**config.mk**
```make
export PLATFORM = sky130hd
export DESIGN_NAME = hkss_ctrl
export DESIGN_NICKNAME = d
export VERILOG_FILES = /design/src/hkss_pkg.sv /design/src/hkss_ctrl.sv
export SDC_FILE = /design/constraint.sdc
export NUM_CORES = 1
export LEC_CHECK = 0
export ABC_CLOCK_PERIOD_IN_PS = 2300
export BUFFER_PORTS_ARGS = -buffer_cell sky130_fd_sc_hd__buf_2
export CORE_ASPECT_RATIO = 2
export CORE_UTILIZATION = 40
export DETAILED_ROUTE_END_ITERATION = 7
export PLACE_DENSITY = 0.63
export SYNTH_ARGS = -nofsm -noshare
export SYNTH_HDL_FRONTEND = slang
export SYNTH_SLANG_ARGS = --single-unit
```
**constraint.sdc**
```tcl
create_clock -name clk -period 2.3 [get_ports clk]
set_clock_uncertainty 0.2 [all_clocks]
set_input_delay 0.46 -clock clk [delete_from_list [all_inputs] [get_ports clk]]
set_output_delay 0.46 -clock clk [all_outputs]
set_load 0.01 [all_outputs]
```
**src/hkss_pkg.sv**
```systemverilog
`timescale 1ns / 1ps
package hkss_pkg;

  // Table and key geometry.
  localparam int SESSION_SLOTS = 8;
  localparam int KEY_BYTES     = 32;
  localparam int SECRET_BYTES  = 32;
  localparam int SECRET_WORDS  = SECRET_BYTES / 8;
  localparam int KWORDS        = (KEY_BYTES + 7) / 8;
  localparam int SLOT_WORDS    = 2 * KWORDS;
  localparam int NBLK          = (KEY_BYTES + 31) / 32;
  localparam int MEM_DEPTH     = SESSION_SLOTS * SLOT_WORDS;
  localparam int ADDR_W        = $clog2(MEM_DEPTH);
  localparam int PEER_W        = (SESSION_SLOTS > 1) ? $clog2(SESSION_SLOTS) : 1;

  // Stream word widths.
  localparam int IN_W  = 80;
  localparam int OUT_W = 72;

  // Fixed HKDF strings: the extract salt (22 bytes) and the two info labels.
  localparam int SALT_BYTES = 22;
  localparam logic [8*SALT_BYTES-1:0] SALT =
    176'h4155544F5341522D5365634F432D5051432D76312E30;
  localparam int ENC_LEN  = 14;
  localparam int AUTH_LEN = 18;
  localparam logic [8*ENC_LEN-1:0]  INFO_ENC  = "Encryption-Key";
  localparam logic [8*AUTH_LEN-1:0] INFO_AUTH = "Authentication-Key";

  // Bit length of a 96-byte hashed message (pad block of extract and outer hash).
  localparam logic [15:0] LEN96_BITS = 16'd768;

  localparam logic [31:0] SHA_IV [0:7] = '{
    32'h6a09e667, 32'hbb67ae85, 32'h3c6ef372, 32'ha54ff53a,
    32'h510e527f, 32'h9b05688c, 32'h1f83d9ab, 32'h5be0cd19};

  localparam logic [31:0] SHA_K [0:63] = '{
    32'h428a2f98, 32'h71374491, 32'hb5c0fbcf, 32'he9b5dba5, 32'h3956c25b, 32'h59f111f1,
    32'h923f82a4, 32'hab1c5ed5, 32'hd807aa98, 32'h12835b01, 32'h243185be, 32'h550c7dc3,
    32'h72be5d74, 32'h80deb1fe, 32'h9bdc06a7, 32'hc19bf174, 32'he49b69c1, 32'hefbe4786,
    32'h0fc19dc6, 32'h240ca1cc, 32'h2de92c6f, 32'h4a7484aa, 32'h5cb0a9dc, 32'h76f988da,
    32'h983e5152, 32'ha831c66d, 32'hb00327c8, 32'hbf597fc7, 32'hc6e00bf3, 32'hd5a79147,
    32'h06ca6351, 32'h14292967, 32'h27b70a85, 32'h2e1b2138, 32'h4d2c6dfc, 32'h53380d13,
    32'h650a7354, 32'h766a0abb, 32'h81c2c92e, 32'h92722c85, 32'ha2bfe8a1, 32'ha81a664b,
    32'hc24b8b70, 32'hc76c51a3, 32'hd192e819, 32'hd6990624, 32'hf40e3585, 32'h106aa070,
    32'h19a4c116, 32'h1e376c08, 32'h2748774c, 32'h34b0bcb5, 32'h391c0cb3, 32'h4ed8aa4a,
    32'h5b9cca4f, 32'h682e6ff3, 32'h748f82ee, 32'h78a5636f, 32'h84c87814, 32'h8cc70208,
    32'h90befffa, 32'ha4506ceb, 32'hbef9a3f7, 32'hc67178f2};

  typedef enum logic [1:0] {
    CMD_WRITE  = 2'd0,
    CMD_DERIVE = 2'd1,
    CMD_READ   = 2'd2,
    CMD_CLEAR  = 2'd3
  } cmd_code_t;

  typedef enum logic [1:0] {
    ST_OK    = 2'd0,
    ST_RANGE = 2'd1,
    ST_NOKEY = 2'd2
  } status_t;

  // Which 64-byte block is fed to the compression unit.
  typedef enum logic [2:0] {
    BLK_IPAD   = 3'd0,
    BLK_OPAD   = 3'd1,
    BLK_SECRET = 3'd2,
    BLK_IHASH  = 3'd3,
    BLK_EXPAND = 3'd4
  } blk_kind_t;

  // Commands from the controller to the datapath.
  typedef struct packed {
    logic       in_ready;
    logic       sha_start;
    logic       sha_init;
    blk_kind_t  blk;
    logic       key_prk;
    logic       capt_ihash;
    logic       capt_prk;
    logic       capt_t;
    logic       key_wr;
    logic       set_valid;
    logic       clr_valid;
    logic       out_key;
    logic       out_resp;
    status_t    resp_status;
    logic       part;
    logic [2:0] kw;
    logic       last;
  } dp_cmd_t;

  // Status from the datapath to the controller.
  typedef struct packed {
    logic      in_valid;
    cmd_code_t code;
    logic      peer_oor;
    logic      slot_ok;
    logic      sha_done;
    logic      out_taken;
  } dp_stat_t;

endpackage

```
**src/hkss_ctrl.sv**
```systemverilog
`timescale 1ns / 1ps
module hkss_ctrl
  import hkss_pkg::*;
(
  input  logic     clk,
  input  logic     rst,
  input  dp_stat_t stat,
  output dp_cmd_t  cmd
);

  typedef enum logic [8:0] {
    S_IDLE      = 9'b000000001,
    S_CHECK     = 9'b000000010,
    S_HSTART    = 9'b000000100,
    S_HWAIT     = 9'b000001000,
    S_KWRITE    = 9'b000010000,
    S_EMIT_RD   = 9'b000100000,
    S_EMIT_LD   = 9'b001000000,
    S_EMIT_WAIT = 9'b010000000,
    S_RESP_WAIT = 9'b100000000
  } state_t;

  state_t     state, state_next;
  logic [1:0] hstep, hstep_next;
  logic       job_exp, job_exp_next;
  logic       part, part_next;
  logic [2:0] kw, kw_next;
  logic       kw_end;
  logic       last_word;

  assign kw_end    = (4'({1'b0, kw}) == 4'(KWORDS - 1));
  assign last_word = part && kw_end;

  always_comb begin
    cmd          = '0;
    cmd.part     = part;
    cmd.kw       = kw;
    cmd.key_prk  = job_exp;
    cmd.last     = last_word;
    state_next   = state;
    hstep_next   = hstep;
    job_exp_next = job_exp;
    part_next    = part;
    kw_next      = kw;
    // Block order of one HMAC: key^ipad, message, key^opad, inner hash.
    unique case (hstep)
      2'd0: cmd.blk = BLK_IPAD;
      2'd1: cmd.blk = job_exp ? BLK_EXPAND : BLK_SECRET;
      2'd2: cmd.blk = BLK_OPAD;
      2'd3: cmd.blk = BLK_IHASH;
      default: cmd.blk = BLK_IPAD;
    endcase
    unique case (state)
      S_IDLE: begin
        cmd.in_ready = 1'b1;
        if (stat.in_valid) state_next = S_CHECK;
      end
      S_CHECK: begin
        hstep_next   = '0;
        job_exp_next = 1'b0;
        part_next    = 1'b0;
        kw_next      = '0;
        if (stat.code == CMD_WRITE) begin
          state_next = S_IDLE;
        end else if (stat.peer_oor) begin
          cmd.out_resp    = 1'b1;
          cmd.resp_status = ST_RANGE;
          state_next      = S_RESP_WAIT;
        end else begin
          unique case (stat.code)
            CMD_DERIVE: state_next = S_HSTART;
            CMD_READ: begin
              if (stat.slot_ok) begin
                state_next = S_EMIT_RD;
              end else begin
                cmd.out_resp    = 1'b1;
                cmd.resp_status = ST_NOKEY;
                state_next      = S_RESP_WAIT;
              end
            end
            default: begin
              cmd.clr_valid   = 1'b1;
              cmd.out_resp    = 1'b1;
              cmd.resp_status = ST_OK;
              state_next      = S_RESP_WAIT;
            end
          endcase
        end
      end
      S_HSTART: begin
        cmd.sha_start  = 1'b1;
        cmd.sha_init   = !hstep[0];
        cmd.capt_ihash = (hstep == 2'd2);
        state_next     = S_HWAIT;
      end
      S_HWAIT: begin
        if (stat.sha_done) begin
          if (hstep != 2'd3) begin
            hstep_next = hstep + 2'd1;
            state_next = S_HSTART;
          end else begin
            hstep_next = '0;
            if (!job_exp) begin
              cmd.capt_prk = 1'b1;
              job_exp_next = 1'b1;
              state_next   = S_HSTART;
            end else begin
              cmd.capt_t = 1'b1;
              state_next = S_KWRITE;
            end
          end
        end
      end
      S_KWRITE: begin
        cmd.key_wr = (4'({1'b0, kw}) < 4'(KWORDS));
        if (kw[1:0] == 2'd3) begin
          if (!kw[2] && NBLK > 1) begin
            kw_next    = kw + 3'd1;
            state_next = S_HSTART;
          end else if (!part) begin
            part_next  = 1'b1;
            kw_next    = '0;
            state_next = S_HSTART;
          end else begin
            cmd.set_valid = 1'b1;
            part_next     = 1'b0;
            kw_next       = '0;
            state_next    = S_EMIT_RD;
          end
        end else begin
          kw_next = kw + 3'd1;
        end
      end
      S_EMIT_RD: state_next = S_EMIT_LD;
      S_EMIT_LD: begin
        cmd.out_key = 1'b1;
        state_next  = S_EMIT_WAIT;
      end
      S_EMIT_WAIT: begin
        if (stat.out_taken) begin
          if (last_word) begin
            state_next = S_IDLE;
          end else begin
            if (kw_end) begin
              part_next = 1'b1;
              kw_next   = '0;
            end else begin
              kw_next = kw + 3'd1;
            end
            state_next = S_EMIT_RD;
          end
        end
      end
      S_RESP_WAIT: begin
        if (stat.out_taken) state_next = S_IDLE;
      end
      default: state_next = S_IDLE;
    endcase
  end

  always_ff @(posedge clk) begin
    if (rst) begin
      state   <= S_IDLE;
      hstep   <= '0;
      job_exp <= 1'b0;
      part    <= 1'b0;
      kw      <= '0;
    end else begin
      state   <= state_next;
      hstep   <= hstep_next;
      job_exp <= job_exp_next;
      part    <= part_next;
      kw      <= kw_next;
    end
  end

endmodule

```
==> impl_metrics.toml <==
[placement]
dp_worst_setup_slack_ns = 0.0949
gp_congestion = 0.876
dpl.cell_count = 234
dpl.hpwl_um = 2810
portBuffers = 30

[run]
cap_violations = 0

[floorplanning]
initial_core_util = 0.419
coreArea_sq_um = 3190
die_h_um = 83.8
num_rows = 29
die_area_sq_um = 3600
dieWidth_um = 42.9
ios = 31

[synthesis]
synth_fa_ha_area_frac = 0.0748
ys_ff_latch = 16
yosysSeqAreaShare = 0.239
synth_compound_area_frac = 0.170
yosys_warnings = 0
syn_area_per_cell_sq_um = 7.83
ys.flop_type = "dfxtp_1"
syn-num-nets = 188
synth_top_family_by_area = "simple AND/OR/NAND/NOR gates"
muxShareOfSynthArea = 0.0187
synthXorXnorAreaFrac = 0.00654
synth_edf_count = 0
postSynthCellCount = 171
synthArstFlopShare = 0
synthesis.area_sq_um = 1340
synth_cell_types = 47
yosys.area_share.simple = 0.364

[power]
ir_worst_vdd_v = 0.000285
leakage_nw = 0.750
power_density_nw_per_um2 = 477
total_power_mw = 0.775

[drt]
num_vias = 1390
first_iter_violations = 33
drc_errors = 0
vias_per_cell = 5.79
wl_um = 3710
dr.pass1.iters = 4
wire_per_inst_um = 15.5
ant_nets = 0

[layout]
nNetsFinal = 227
final_cells = 240
fin_util = 0.509
layout_commonest_cell = "nor2_1"
num_antenna_cells = 0
drive_gt1_frac = 0.373
final_cell_mix = "nor2_1, buf_2, inv_1, buf_4"
nFillCells = 307
syn_to_final_growth_pct = 21.3

[setup_path]
crit_end = "cmd[6]"
path_max_fanout = 5
cp-end-kind = "output pin"
cp.arrival_ns = 1.67
rr_worst_depth = 6
r2r_start = "state[1]"
reg2reg_slack_ns = 0.29
r2r_end = "state[0]"
setup.worst_path.start = "state[2]"
path_class = "reg2out"
start_kind = "flip-flop"
required_ns = 1.64

[timing]
drv_slew = 0
hold_violations = 0
clock.fmax_mhz = 430
setup_ws_ns = -0.0272
worstMarginPinSlew_ns = 0.395
max-slew-margin-rel = 0.734
min_period_ns = 2.33
period_share = 1.01
rsz0062_at_grt = "true"
finalSetupViolCount = 1

[global_route]
grt_pass1_vias = 1436
antenna_found_initial = 0
grt_pass1_wl_um = 6180
grt_util_all_layers = 0.221
grt_overflow = 0
grt_max_degree = 16

[clocking]
clkLatencyLatePin_ns = 0.26
clockBufferDepth = 2
root_buffer = "clkbuf_8"
cts.clk_slew.worst_paths_ns = 0.07
cts.sink_count = 16
cts_tree = "done"
cts_buffers = 3
h-tree-depth = 1

[run_status]
status = "finished, violations left"
violations = "setup timing"

[min_path]
hold_class = "reg2reg"
power by group:
group	internal, mW	switching, mW	total [mW]	leakage (nW)
registers	0.288	0.0207	0.309	0.131
clock network	0.152	0.108	0.260	0.0288
logic	0.0880	0.118	0.207	0.590
total	0.528	0.247	0.775	0.750
cell type report:
type,count,area [sq um],share of cell area
tap,31,38.8,0.0239
clock buffer,4,55.1,0.0339
multi-input combinational,130,883,0.544
timing repair buffer,45,267,0.164
inverter,14,52.6,0.0324
sequential,16,328,0.202
Yosys cell counts, types with 3 or more instances:
| cell | n | area share |
|---|---|---|
| dfxtp_1 | 16 | 0.24 |
| clkbuf_8 | 5 | 0.051 |
| or3_1 | 4 | 0.019 |
| ha_1 | 8 | 0.075 |
| nor3_1 | 6 | 0.022 |
| nor3b_1 | 3 | 0.017 |
| nand3_1 | 5 | 0.019 |
| buf_4 | 3 | 0.017 |
| inv_1 | 14 | 0.039 |
| nor2_1 | 35 | 0.098 |
| nand2_1 | 8 | 0.022 |
| a21oi_1 | 10 | 0.037 |
| and2b_2 | 4 | 0.026 |
| nand4_1 | 7 | 0.033 |
sequential cells by signal, indices dropped and copies added (netlist names):
signal,flops
state,9
kw,3
hstep,2
job_exp,1
part,1
cell families after synthesis:
family                     Yosys count
AOI/OAI and AO/OA                   30
xor gates and xnor gates             1
adders and majority gates            8
buffers and inverters               25
DFF                                 16
muxes                                2
and+or+nand+nor                     89
timing repair:
item,4_1_cts,5_1_grt
endpoints found under the setup margin,5,8
gates resized for setup,10,5
pin swaps,2,2
gates cloned,0,0
buffers inserted,1,1
hold endpoints to repair,0,0
hold buffers,0,0
routing by layer:
layer | up-vias | GRT usage | part of all wire
li1 | 673 | - | -
met4 | 0 | 0.159 | 0.054
met3 | 17 | 0.0260 | 0.026
met5 | - | 0 | 0
met1 | 660 | 0.222 | 0.37
met2 | 40 | 0.393 | 0.55
worst min path at each step:
stage	depth (start not counted)	from	endpoint	slack, ns
2_1_floorplan	2	hstep[1]	hstep[1]	0.28
3_3_place_gp	2	kw[2]	kw[2]	0.27
3_5_place_dp	2	kw[2]	kw[2]	0.30
4_1_cts	2	kw[2]	kw[2]	0.31
5_1_grt	3	stat[2]	state[5]	0.34
6_report	2	kw[2]	kw[2]	0.30
per-stage QoR:
stage                     hold WS (ns)  instance area, sq um  setup TNS [ns]
after global placement           0.273                  1510               0
after global routing             0.338                  1620          -0.332
final                            0.301                  1620         -0.0272
after detailed placement         0.296                  1510               0
after floorplan                  0.276                  1340               0
after CTS                        0.307                  1600         -0.0288
worst max-delay path, stage by stage, from the launching register on:
cell and delay [ns]:
dfxtp_2 0.35, and2b_2 0.21, nand4_1 0.16, or3_4 0.38, nor3b_2 0.17, buf_2 0.15
Note: power is estimated with default switching activity, not from simulation.
